--- src/rtl/cmdl_pkg.sv ---
// ----------------------------------------------------------------------------
// cmdl_pkg: shared constants and types of the command line editor
// Character codes, word kinds and the line step record.
// ----------------------------------------------------------------------------
`timescale 1ns / 1ps
`default_nettype none

package cmdl_pkg;

   // default line buffer length
   localparam int LINE_LENGTH_DEF = 32;

   // slots that the command match looks at (longest word plus terminator)
   localparam int MATCH_SLOTS = 5;

   // character codes
   localparam logic [7:0] CHAR_NUL    = 8'd0;
   localparam logic [7:0] CHAR_BS     = 8'd8;
   localparam logic [7:0] CHAR_LF     = 8'd10;
   localparam logic [7:0] CHAR_CR     = 8'd13;
   localparam logic [7:0] CHAR_SPACE  = 8'd32;
   localparam logic [7:0] CHAR_DEL    = 8'd127;
   localparam logic [7:0] CHAR_IGNORE = 8'd255;

   // command codes
   localparam logic [1:0] CMD_NONE = 2'd0;
   localparam logic [1:0] CMD_HELP = 2'd1;
   localparam logic [1:0] CMD_AUS  = 2'd2;
   localparam logic [1:0] CMD_AN   = 2'd3;

   // kind of echo burst
   localparam logic [1:0] KIND_CHAR   = 2'd0;
   localparam logic [1:0] KIND_ENTER  = 2'd1;
   localparam logic [1:0] KIND_DELETE = 2'd2;

   // one character handed to the line buffer
   typedef struct packed {
      logic       valid;
      logic [7:0] ch;
   } step_type;

endpackage

`default_nettype wire

--- src/rtl/cmdl_line.sv ---
// ----------------------------------------------------------------------------
// cmdl_line: line buffer, write positions and command match
// Applies one character per step and reports which command the line holds.
// ----------------------------------------------------------------------------
`timescale 1ns / 1ps
`default_nettype none

module cmdl_line #(
   parameter int LINE_LENGTH = cmdl_pkg::LINE_LENGTH_DEF
) (
   input  wire logic               clock,
   input  wire logic               reset,
   input  wire cmdl_pkg::step_type step,
   output logic [1:0]              command_code
);

   localparam int PW = $clog2(LINE_LENGTH);
   localparam int NS = cmdl_pkg::MATCH_SLOTS;
   localparam logic [PW:0] LAST_POS = (PW + 1)'(LINE_LENGTH - 1);

   // only the head of the line can ever match a command word
   logic [7:0]    slot_ff [NS];
   logic [7:0]    slot_in [NS];
   logic [PW-1:0] wp_ff, wp_in;
   logic [PW-1:0] prev_ff, prev_in;
   logic [PW:0]   wp_inc;
   logic [PW-1:0] wp_next;

   // saturating step of the write position
   always_comb begin
      wp_inc  = {1'b0, wp_ff} + (PW + 1)'(1);
      wp_next = (wp_inc >= LAST_POS) ? LAST_POS[PW-1:0] : wp_inc[PW-1:0];
   end

   // next state of positions and head slots
   always_comb begin
      for (int i = 0; i < NS; i++) begin
         slot_in[i] = slot_ff[i];
      end
      wp_in   = wp_ff;
      prev_in = prev_ff;
      if (step.valid) begin
         case (step.ch)
            cmdl_pkg::CHAR_CR: begin
               slot_in[0] = cmdl_pkg::CHAR_NUL;
               wp_in      = '0;
               prev_in    = '0;
            end
            cmdl_pkg::CHAR_DEL: begin
               wp_in = prev_ff;
               for (int i = 0; i < NS; i++) begin
                  if (prev_ff == PW'(i)) begin
                     slot_in[i] = cmdl_pkg::CHAR_NUL;
                  end
               end
            end
            default: begin
               prev_in = wp_ff;
               wp_in   = wp_next;
               // terminator after the new character wins when saturated
               for (int i = 0; i < NS; i++) begin
                  if (wp_next == PW'(i)) begin
                     slot_in[i] = cmdl_pkg::CHAR_NUL;
                  end else if (wp_ff == PW'(i)) begin
                     slot_in[i] = step.ch;
                  end
               end
            end
         endcase
      end
   end

   // state registers
   always_ff @(posedge clock) begin
      if (reset) begin
         for (int i = 0; i < NS; i++) begin
            slot_ff[i] <= cmdl_pkg::CHAR_NUL;
         end
         wp_ff   <= '0;
         prev_ff <= '0;
      end else begin
         for (int i = 0; i < NS; i++) begin
            slot_ff[i] <= slot_in[i];
         end
         wp_ff   <= wp_in;
         prev_ff <= prev_in;
      end
   end

   // exact match against the command words
   always_comb begin
      if (slot_ff[0] == 8'h68 && slot_ff[1] == 8'h65 && slot_ff[2] == 8'h6C &&
          slot_ff[3] == 8'h70 && slot_ff[4] == cmdl_pkg::CHAR_NUL) begin
         command_code = cmdl_pkg::CMD_HELP;
      end else if (slot_ff[0] == 8'h61 && slot_ff[1] == 8'h6E &&
                   slot_ff[2] == cmdl_pkg::CHAR_NUL) begin
         command_code = cmdl_pkg::CMD_AN;
      end else if (slot_ff[0] == 8'h61 && slot_ff[1] == 8'h75 && slot_ff[2] == 8'h73 &&
                   slot_ff[3] == cmdl_pkg::CHAR_NUL) begin
         command_code = cmdl_pkg::CMD_AUS;
      end else begin
         command_code = cmdl_pkg::CMD_NONE;
      end
   end

endmodule

`default_nettype wire

--- src/rtl/serial_command_line_editor_unit.sv ---
// ----------------------------------------------------------------------------
// serial_command_line_editor_unit: terminal line editor with command match
// Echoes received characters, handles enter and delete, reports commands.
// ----------------------------------------------------------------------------
//  channel | ports                                              | direction
//  --------+----------------------------------------------------+----------
//  req     | req_valid req_ready req_rx_char                    | in
//  rsp     | rsp_valid rsp_ready rsp_echo_char rsp_command_code | out
//          | rsp_command_valid rsp_last                         |
//
//  An ordinary character gives one word, enter two, delete three; the echo
//  sequencer emits one word per cycle while rsp_ready is high.
//  A byte of 255 is dropped at the input.
//  One input register holds the next character while a burst is stalled.
//  Reset clears the line buffer head, positions and all valid flags.
// ----------------------------------------------------------------------------
`timescale 1ns / 1ps
`default_nettype none

module serial_command_line_editor_unit #(
   parameter int LINE_LENGTH = cmdl_pkg::LINE_LENGTH_DEF
) (
   input  wire logic       clock,
   input  wire logic       reset,
   input  wire logic       req_valid,
   output logic            req_ready,
   input  wire logic [7:0] req_rx_char,
   output logic            rsp_valid,
   input  wire logic       rsp_ready,
   output logic [7:0]      rsp_echo_char,
   output logic [1:0]      rsp_command_code,
   output logic            rsp_command_valid,
   output logic            rsp_last
);

   // input register
   logic       in_valid_ff, in_valid_in;
   logic [7:0] in_char_ff;

   // echo burst
   logic       busy_ff, busy_in;
   logic [1:0] kind_ff;
   logic [7:0] char_ff;
   logic [1:0] code_ff;
   logic [1:0] idx_ff, idx_in;

   logic             advance, done, load, req_accept;
   logic [1:0]       match_code;
   logic [1:0]       load_kind;
   cmdl_pkg::step_type step;

   // handshake control
   assign advance    = busy_ff && rsp_ready;
   assign done       = advance && rsp_last;
   assign load       = in_valid_ff && (!busy_ff || done);
   assign req_ready  = !in_valid_ff || load;
   assign req_accept = req_valid && req_ready;
   assign in_valid_in = (in_valid_ff && !load) ||
                        (req_accept && req_rx_char != cmdl_pkg::CHAR_IGNORE);
   assign busy_in    = load || (busy_ff && !done);

   // burst kind of the character being loaded
   always_comb begin
      case (in_char_ff)
         cmdl_pkg::CHAR_CR:  load_kind = cmdl_pkg::KIND_ENTER;
         cmdl_pkg::CHAR_DEL: load_kind = cmdl_pkg::KIND_DELETE;
         default:            load_kind = cmdl_pkg::KIND_CHAR;
      endcase
   end

   // word index within the burst
   always_comb begin
      if (load) begin
         idx_in = 2'd0;
      end else if (advance) begin
         idx_in = idx_ff + 2'd1;
      end else begin
         idx_in = idx_ff;
      end
   end

   // line buffer
   assign step.valid = load;
   assign step.ch    = in_char_ff;

   cmdl_line #(
      .LINE_LENGTH(LINE_LENGTH)
   ) u_line (
      .clock       (clock),
      .reset       (reset),
      .step        (step),
      .command_code(match_code)
   );

   // control registers
   always_ff @(posedge clock) begin
      if (reset) begin
         in_valid_ff <= 1'b0;
         busy_ff     <= 1'b0;
         idx_ff      <= 2'd0;
      end else begin
         in_valid_ff <= in_valid_in;
         busy_ff     <= busy_in;
         idx_ff      <= idx_in;
      end
   end

   // payload registers
   always_ff @(posedge clock) begin
      if (req_accept) begin
         in_char_ff <= req_rx_char;
      end
      if (load) begin
         kind_ff <= load_kind;
         char_ff <= in_char_ff;
         code_ff <= match_code;
      end
   end

   // word selection
   always_comb begin
      rsp_valid         = busy_ff;
      rsp_command_code  = cmdl_pkg::CMD_NONE;
      rsp_command_valid = 1'b0;
      case (kind_ff)
         cmdl_pkg::KIND_ENTER: begin
            rsp_last = (idx_ff == 2'd1);
            if (rsp_last) begin
               rsp_echo_char     = cmdl_pkg::CHAR_CR;
               rsp_command_code  = code_ff;
               rsp_command_valid = 1'b1;
            end else begin
               rsp_echo_char = cmdl_pkg::CHAR_LF;
            end
         end
         cmdl_pkg::KIND_DELETE: begin
            rsp_last      = (idx_ff == 2'd2);
            rsp_echo_char = (idx_ff == 2'd1) ? cmdl_pkg::CHAR_SPACE : cmdl_pkg::CHAR_BS;
         end
         default: begin
            rsp_last      = 1'b1;
            rsp_echo_char = char_ff;
         end
      endcase
   end

   // checks
   a_enter_starts_lf : assert property (@(posedge clock) disable iff (reset)
      load && in_char_ff == cmdl_pkg::CHAR_CR |=>
         rsp_valid && rsp_echo_char == cmdl_pkg::CHAR_LF)
      else $error("enter burst does not start with line feed");

   a_cmd_on_last : assert property (@(posedge clock) disable iff (reset)
      rsp_valid && rsp_command_valid |-> rsp_last && kind_ff == cmdl_pkg::KIND_ENTER)
      else $error("command reported off the final enter word");

   a_drain_idle : assert property (@(posedge clock) disable iff (reset)
      done && !in_valid_ff |=> !rsp_valid)
      else $error("words after the end of a burst");

   a_delete_three : assert property (@(posedge clock) disable iff (reset)
      rsp_valid && kind_ff == cmdl_pkg::KIND_DELETE && rsp_last |-> idx_ff == 2'd2)
      else $error("delete burst ended early");

endmodule

`default_nettype wire

--- config.mk ---
export PLATFORM = sky130hd
export DESIGN_NAME = serial_command_line_editor_unit
export DESIGN_NICKNAME = d
export VERILOG_FILES = /design/src/rtl/cmdl_pkg.sv /design/src/rtl/cmdl_line.sv /design/src/rtl/serial_command_line_editor_unit.sv
export SDC_FILE = /design/constraint.sdc
export NUM_CORES = 1
export LEC_CHECK = 0
export BUFFER_PORTS_ARGS = -buffer_cell sky130_fd_sc_hd__buf_4
export CAP_MARGIN = 15
export CORE_UTILIZATION = 56
export DETAILED_ROUTE_END_ITERATION = 8
export PLACE_DENSITY = 0.75
export SYNTH_ARGS = -nofsm -noshare
export SYNTH_HDL_FRONTEND = slang
export SYNTH_HIERARCHICAL = 1
export SYNTH_SLANG_ARGS = --single-unit
--- constraint.sdc ---
create_clock -name clock -period 4.5 [get_ports clock]
set_input_delay 1.125 -clock clock [delete_from_list [all_inputs] [get_ports clock]]
set_output_delay 1.125 -clock clock [all_outputs]
set_load 0.1 [all_outputs]
# After elaboration in Yosys (flattened, before gate mapping)
# Memories as Yosys holds them, arrays and structs flattened.
# Cells that the tools add are included.
[word_totals]
register_bits = 34
ramBits = 40
output_inout_bits = 14
n_memories = 1
[memory_table]
columns = ["memory", "depth", "word_bits", "rd", "rd_ports_with_merged_regs", "write_ports", "line", "rtl"]
rows = [
  ["u_line.slot_ff", 5, 8, 5, 0, 5, "cmdl_line.sv:22", "logic [7:0] slot_ff [NS];"],
]
[classes]
addsub = 2
n_lt_le_gt_ge = 1
n_eq_ne = 27
muxes = 40
bitwise = 6
n_reduce_logical = 33
[op_table]
columns = ["operator", "count"]
rows = [
  ["two-way mux 8 bit", 20],
  ["== test 8 x 7 -> 1 bit (second input constant)", 9],
  ["one-hot mux 32 bit (2 select lines)", 1],
  ["two-way mux 40 bit", 1],
  ["one-hot mux 8 bit (2 select lines)", 2],
  ["== test 5 x 2 -> 1 bit (second input constant)", 6],
  ["zero test 8 bit", 3],
  ["one-hot mux 5 bit (2 select lines)", 2],
  ["logical AND 1 bit", 16],
  ["== test 5 x 1 -> 1 bit (second input constant)", 3],
  ["== test 5 x 3 -> 1 bit (second input constant)", 3],
  ["zero test 5 bit", 3],
  ["== test 8 x 4 -> 1 bit (second input constant)", 1],
  ["two-way mux 2 bit", 4],
  ["inequality test 8 bit (second input constant)", 1],
  ["adder 5 x 1 -> 6 bit (second input constant)", 1],
  [">= comparator 6 x 5 -> 1 bit (second input constant)", 1],
  ["two-way mux 6 bit", 1],
  ["two-way mux 1 bit", 5],
  ["two-way mux 5 bit", 1],
  ["bitwise OR 1 bit", 5],
  ["== test 2 x 1 -> 1 bit (second input constant)", 2],
  ["== test 2 bit (second input constant)", 2],
  ["zero test 1 bit", 4],
  ["other kinds (8)", 12],
]

# Longest topological paths before layout
# Gate-level depths: netlist of run 1.
[logic_depth]
depth_word = 9
mapped_depth = 9
ltp_nobuf = 7

# Modules after synthesis
# The synthesis of run 1 kept the hierarchy.
[by_module_without_submodules]
columns = ["mod", "n_inst", "cells_each", "area_each_um2"]
rows = [
  ["cmdl_line", 1, 309, 2637.5],
  ["serial_command_line_editor_unit", 1, 77, 1049.8],
]

# Least setup slack after synthesis of run 1
# OpenSTA, ideal clock, no wires.
[synth_path]
path_type = "register to output"
startpoint = "register kind_ff[0]"
endpoint = "output port rsp_echo_char[0]"
arrival_time_ns = 3.053
t_required_ns = 3.375
setup_slack_ns = 0.322
stages_incl_launch_ff = 5
cell_sequence = "edfxtp_1 inv_1 ha_1 clkbuf_1 o21ai_0"
[synth_between]
elab_chain_len = 2
elab_cells_between_ends = 3
classes_between = "eq/ne: 2; mux: 1"
[synth_rtl]
columns = ["element", "line", "rtl"]
rows = [
  ["from (decl)", "serial_command_line_editor_unit.sv:42", "logic [1:0] kind_ff;"],
  ["from (signal assigned)", "serial_command_line_editor_unit.sv:114", "kind_ff <= load_kind;"],
  ["== test 2 bit / == test 2 x 1 -> 1 bit (equally long branches)", "serial_command_line_editor_unit.sv:125", "case (kind_ff)"],
  ["one-hot mux 8 bit (2 select lines) (*)", "serial_command_line_editor_unit.sv:125", ""],
  ["to (decl)", "serial_command_line_editor_unit.sv:30", "output logic [7:0] rsp_echo_char,"],
]
# Every way passes the cells marked *; elsewhere a longest branch is shown, timed or not.

# Worst setup path in the final report of run 1
[layout_path]
startpoint = "register kind_ff[0]"
endpoint = "output port req_ready"
[layout_between]
elab_chain_len = 6
elab_cells_between_ends = 7
classes_between = "eq/ne: 2; mux: 1; reduce/logical: 4"
[layout_rtl]
columns = ["element", "line", "rtl"]
rows = [
  ["== test 2 bit / == test 2 x 1 -> 1 bit (equally long branches)", "serial_command_line_editor_unit.sv:125", ""],
  ["one-hot mux 1 bit (2 select lines) (*)", "serial_command_line_editor_unit.sv:125", ""],
  ["logical AND 1 bit (*)", "serial_command_line_editor_unit.sv:54", "assign done = advance && rsp_last;"],
  ["logical OR 1 bit (*)", "serial_command_line_editor_unit.sv:55", "assign load = in_valid_ff && (!busy_ff || done);"],
  ["logical AND 1 bit (*)", "serial_command_line_editor_unit.sv:55", ""],
  ["logical OR 1 bit (*)", "serial_command_line_editor_unit.sv:56", "assign req_ready = !in_valid_ff || load;"],
  ["to (decl)", "serial_command_line_editor_unit.sv:26", "output logic req_ready,"],
]
# Marked as above.

==> results of run 1 <==
cell type report:
type | instances | area (µm²) | share of cell area, %
clock buffers | 11 | 153 | 3.71
clock inverters | 5 | 60.1 | 1.46
inverters | 16 | 60.1 | 1.46
multi-input cells | 279 | 1870 | 45.4
flip-flops and latches | 74 | 1680 | 40.9
well taps | 77 | 96.3 | 2.34
repair buffers | 26 | 195 | 4.74
layout by cell type, fill, tap and decap left out, types with 7 or more instances in the layout:
cell / count
nor2_1: 23
a22oi_1: 7
buf_4: 26
mux2i_1: 7
inv_1: 15
nor3_1: 7
nand3_1: 27
clkbuf_8: 9
a32o_1: 7
o2bb2ai_1: 9
nand2_1: 31
dfxtp_1: 54
ha_1: 9
edfxtp_1: 20
a21oi_1: 35
nand4_1: 7
o21ai_0: 22
worst max path at each step:
stage | from | to | cells past startpoint
3_3_place_gp | rsp_ready | req_ready | 4
3_5_place_dp | rsp_ready | req_ready | 4
2_1_floorplan | kind_ff[0]$_DFFE_PP_ | rsp_echo_char[0] | 4
4_1_cts | kind_ff[0]$_DFFE_PP_ | req_ready | 5
6_report | kind_ff[0]$_DFFE_PP_ | req_ready | 5
5_1_grt | kind_ff[0]$_DFFE_PP_ | req_ready | 5
power groups by stage:
stage / logic, W / registers [W] / clock network, W
CTS: 0.000275 / 0.000755 / 0.000557
finish: 0.000276 / 0.000756 / 0.000548
floorplan: 0.000223 / 0.000753 / 0
global route: 0.000299 / 0.000761 / 0.000587
global placement: 0.000269 / 0.000770 / 0
detailed placement: 0.000274 / 0.000770 / 0
metrics by stage:
stage | utilization (%) | hold slack (ns) | setup WS (ns) | total power, W | cells
after floorplan | - | 0.427 | 0.322 | 0.000976 | 386
final | 64.8 | 0.452 | 1.38 | 0.00158 | 488
after global routing | 64.8 | 0.477 | 1.23 | 0.00165 | 488
after detailed placement | 61.5 | 0.448 | 1.60 | 0.00104 | 472
after CTS | 64.8 | 0.458 | 1.35 | 0.00159 | 488
after global placement | 61.5 | 0.436 | 1.61 | 0.00104 | 472
worst max-delay path: stages (launching register included):
cell	delay (ns)
edfxtp_1	0.36
inv_1	0.05
ha_1	0.46
a221oi_4	0.37
o211ai_2	0.14
buf_4	0.26
registers in the layout, summed over array words and instances, names as in the netlist:
register and count:
code_ff 2, in_valid_ff 1, rsp_valid 1, char_ff 8, u_line/slot_ff 40, idx_ff 2, u_line/wp_ff 5, u_line/prev_ff 5
in_char_ff 8, kind_ff 2
routing by layer:
metal  part of all wire, %  vias up  GRT usage (%)
met5                     0        -              0
met3                   6.9        9           6.06
met4                   1.2        0           11.9
li1                      -     1521              -
met1                    46     1455           36.1
met2                    46      112           38.6
cells in the mapped netlist, drive strengths merged, types with 2 or more instances:
library cell,count,area share (%)
and4b,2,0.54
o21ai,22,3.0
o221ai,2,0.48
and4,2,0.48
mux2i,7,1.9
edfxtp,20,16
nor2,23,2.3
or2,2,0.34
inv,15,1.5
a22o,2,0.48
nand2b,4,0.68
buf,5,0.85
o2111a,2,0.64
nor2b,2,0.34
nand2,33,3.6
clkbuf,12,1.2
o22ai,3,0.88
a211oi,6,1.2
o211ai,3,0.75
a32o,7,1.9
nand4,7,1.2
o32ai,2,0.48
nor4,6,1.0
ha,9,3.1
nand3b,4,0.81
and3,3,0.58
dfxtp,54,29
a31oi,4,1.3
and2,6,1.0
or4,4,0.81
a22oi,7,1.4
o2bb2ai,9,2.1
nand4b,6,1.4
nor3,8,1.2
nand3,27,3.7
a21oi,36,5.2
cells by family (layout without fill, tap and decap cells):
group                      Yosys count  count (layout)  synth area share, %
and+or+nand+nor                    143             143                 21.0
AOI/OAI and AO/OA                  117             117                 24.0
DFF                                 74              74                 45.6
buffers and inverters               33              58                 3.70
adders and majority gates           10              10                 3.33
muxes                                7               7                 1.90
xor gates and xnor gates             2               2                0.475
==> metrics, run 1 <==
status complete, no violations; sequential area share after synthesis 45.6%; initial antenna violation count 0; Post-Syn Area 0.00369 mm²; PwrDens 384 mW/mm²; clock share of power 34.7%; P_leak 1.46 nW; CP Data Required Time 3.38 ns; hold path depth 2; Internal 0.00109 W; CTS Root Cell clkbuf_8; maximum vdd drop 0.261 mV; Gate power share 17.5%; routed vias/inst 6.35; nets 427; fin area 0.00412 mm²; Reg2Reg Depth 5; period utilisation layout 69.3%; drt first-iter violations 208; clk sink count 74; port bufs 25; Post-synth EDFFs 20; async set-or-reset flop fraction in the synthesized netlist 0%; post-cts resize count 0; CTS tree yes; post-layout min period 3.12 ns; Fmax 320 MHz; Core Box Area 0.00635 mm²; # IOs 26; largest net degree at the start of global routing 36; Worst-Skew Late Latency 0.36 ns; router iterations before antenna repair 5; vias in the first global route 2803; Max clock buf depth 2; WP data arrival 2.00 ns; Worst Tran Pin Value 1.00 ns; hold path startpoint u_line/slot_ff[0][5]$_SDFFE_PP0P_; Synth Register Bits 74; Die W 83.1 µm; Total GRT Usage 26.0%; WS Path Type flop to primary output; R2R setup slack 1.91 ns; hold crit path type flop to flop; RSZ-0062 raised after global routing false; crit-path max FO 14; syn nets 407; Avg Inst Size Synth 9.55 µm²; number of core rows 29; Startpoint Class flop; H-tree depth 3; gpl congestion 0.923; Synth warnings 6; n_diodes 0; Num CTS Buffers 9; Max-slew headroom 32.3%; Mapped Cells 386; area grow syn2layout 11.6%; DRC violations left 0; final hold vios 0; Die Ht 83.1 µm; share of cells above drive strength 1 14.8%; Total Neg Setup Slack 0 ns; Main synth FF type dfxtp_1; post-place instance area 0.00390 mm²; hold_buf cts 0; Post-CTS Repair Setup Buffers 0; critical path endpoint category primary output; switching power share of the total 30.9%; fin. max-slew vios 0; Final HPWL DP 5730 µm; detailed-route via count 3097; sw power 0.000489 W; Worst R2R End u_line/slot_ff[0][9]$_SDFFE_PP0P_; Seq pwr share 47.9%; filler instances 536; clk slew on worst S/H paths 0.08 ns; Setup Skew 0.0115 ns; gr ovfl total 0; Final setup viols 0; global-route wire length before repair 14100 µm; r2r startpoint in_char_ff[1]$_DFFE_PP_; initial core utilization 58.1%; Hold Path End u_line/slot_ff[0][5]$_SDFFE_PP0P_; Die ar. 0.00691 mm²; post-synth cell types 67; drt wl/cell 17.3 µm; Routed Wire Length 8450 µm; Max-Cap Viols 0; post-route ant nets 0
(Power assumes the default switching activity.)
==> run 2, diff against run 1 <==
--- a/config.mk
+++ b/config.mk
@@ -7,7 +7,7 @@
 export LEC_CHECK = 0
 export BUFFER_PORTS_ARGS = -buffer_cell sky130_fd_sc_hd__buf_4
 export CAP_MARGIN = 15
-export CORE_UTILIZATION = 56
+export CORE_UTILIZATION = 54
 export DETAILED_ROUTE_END_ITERATION = 8
 export PLACE_DENSITY = 0.75
 export SYNTH_ARGS = -nofsm -noshare
==> constraint.sdc (replaced) <==
create_clock -name clock -period 2.6 [get_ports clock]
set_input_delay 0.65 -clock clock [delete_from_list [all_inputs] [get_ports clock]]
set_output_delay 0.65 -clock clock [all_outputs]
set_load 0.1 [all_outputs]
==> run 2 against run 1 <==
  * Combinational power rose by 92%
  * Utilization up 1.1 points
  * Critical path depth is 1 lower
  * Final cell count up 3.9%
  * Sequential share of layout area is 1.4 points lower
  * Clock skew rose by 0.0017 ns
  * Total power increased by 76%
  * Clock power rose by 74%
  * Critical path type unchanged
  * Highest routed layer unchanged
==> metrics, run 2 (synthesis results as in run 1) <==
status complete, no violations; P_leak 1.55 nW; Reg2Reg Depth 7; filler instances 536; Die Ht 84.6 µm; number of core rows 29; Min Hold Slack 0.458 ns; initial core utilization 57.1%; hold crit path type flop to flop; DRC violations left 0; CP peak stage delay 0.40 ns; Final HPWL DP 6270 µm; Total GRT Usage 27.2%; gr ovfl total 0; fin area 0.00426 mm²; hold path depth 2; Max clock buf depth 2; # IOs 26; crit-path max FO 6; nets 446; clk sink count 74; gpl congestion 0.853; vias in the first global route 3109; Num CTS Buffers 9; Fmax 407 MHz; Worst Tran Pin Value 1.02 ns; final hold vios 0; Worst-Skew Late Latency 0.36 ns; post-place instance area 0.00404 mm²; WP data arrival 1.81 ns; routed vias/inst 6.38; n_diodes 0; Final setup viols 0; fin. max-slew vios 0; Die ar. 0.00716 mm²; PwrDens 652 mW/mm²; Largest Register u_line/slot_ff; most common cell after layout, fill and taps aside dfxtp_1; Critical Path, Cell by Cell ha_1, a221oi_4, o211ai_2, buf_4; Routed Wire Length 9010 µm; area grow syn2layout 15.5%; maximum vdd drop 0.459 mV; final core area utilization 65.9%; Layout Cells excl Fill 507; clk slew on worst S/H paths 0.09 ns; Core Box Area 0.00646 mm²; leading cell types in the layout, fill and taps excluded dfxtp_1 (53), buf_4 (45), a21oi_1 (35); Startpoint Class flop; initial antenna violation count 0; Worst path slowest cell edfxtp_1; placed insts 490; port bufs 25; Largest regs u_line/slot_ff x40, char_ff x8, in_char_ff x8; global-route wire length before repair 15100 µm; critical path endpoint category primary output; Max-slew headroom 31.0%; H-tree depth 3; drt first-iter violations 284; detailed-route via count 3236; CTS tree yes; WS Path Type flop to primary output; router iterations before antenna repair 7; CP Data Required Time 1.95 ns; Largest register FFs 40; drt wl/cell 17.8 µm; post-route ant nets 0; share of cells above drive strength 1 18.8%; largest net degree at the start of global routing 35; RSZ-0062 raised after global routing false; Die W 84.6 µm; period utilisation layout 94.5%; post-layout min period 2.46 ns; CTS Root Cell clkbuf_8; hold_buf cts 0; Max-Cap Viols 0; Setup Skew 0.0132 ns
-- run 2: cell count changes in the layout (fill, tap and decap cells not counted) --
| cell | before | now |
|---|---|---|
| dfxtp_2 | 0 | 1 |
| o21ai_1 | 0 | 4 |
| o21ai_0 | 22 | 18 |
| buf_4 | 26 | 45 |
| dfxtp_1 | 54 | 53 |
-- run 2: layout make-up --
cell class,count,area [µm²],share of cell area [%]
inverters,16,60.1,1.41
well taps,77,96.3,2.26
clock inverters,5,60.1,1.41
clock buffers,11,153,3.58
multi-input cells,279,1870,43.9
flip-flops and latches,74,1680,39.5
repair buffers,45,338,7.93
-- run 2: per-layer routing --
layer / global-route usage, % / vias to the layer above / wire [µm] / part of all wire, %
li1: - / 1548 / - / -
met1: 36.6 / 1555 / 4170 / 46
met2: 42.6 / 120 / 4160 / 46
met3: 6.98 / 13 / 566 / 6.3
met4: 9.40 / 0 / 116 / 1.3
met5: 0 / - / 0 / 0
-- run 2: critical path, delay by kind of cell (launching register included) --
family | cells | cell delay, ns
AO/OA/AOI/OAI | 2 | 0.49
flip-flops | 1 | 0.40
adder cells (fa/ha/maj) | 1 | 0.30
buffers and inverters | 1 | 0.25
-- run 2: power by group --
part	internal [W]	switching, W
clock	0.000505	0.000449
sequential	0.00124	0.0000547
combinational	0.000169	0.000361
-- run 2: metrics by stage --
step / TNS (ns) / total power (W) / setup WS, ns
after floorplan: -1.23 / 0.00169 / -0.354
after global placement: 0 / 0.00183 / 0.455
after detailed placement: 0 / 0.00184 / 0.343
after CTS: 0 / 0.00279 / 0.0711
after global routing: 0 / 0.00290 / 0.0302
final: 0 / 0.00278 / 0.143
-- run 2: worst paths after layout --
kind	from	end	slack (ns)
max	kind_ff[0]$_DFFE_PP_	req_ready	0.14
min	u_line/slot_ff[0][7]$_SDFFE_PP0P_	u_line/slot_ff[0][7]$_SDFFE_PP0P_	0.46
max reg2reg	u_line/wp_ff[1]$_SDFFE_PP0P_	u_line/slot_ff[0][3]$_SDFFE_PP0P_	0.25
min reg2reg	u_line/slot_ff[0][7]$_SDFFE_PP0P_	u_line/slot_ff[0][7]$_SDFFE_PP0P_	0.46
-- run 2: repair_timing --
item	CTS	global route
resized for setup	0	0
setup buffers	0	1
hold endpoints to repair	0	0
endpoints found under the setup margin	0	1
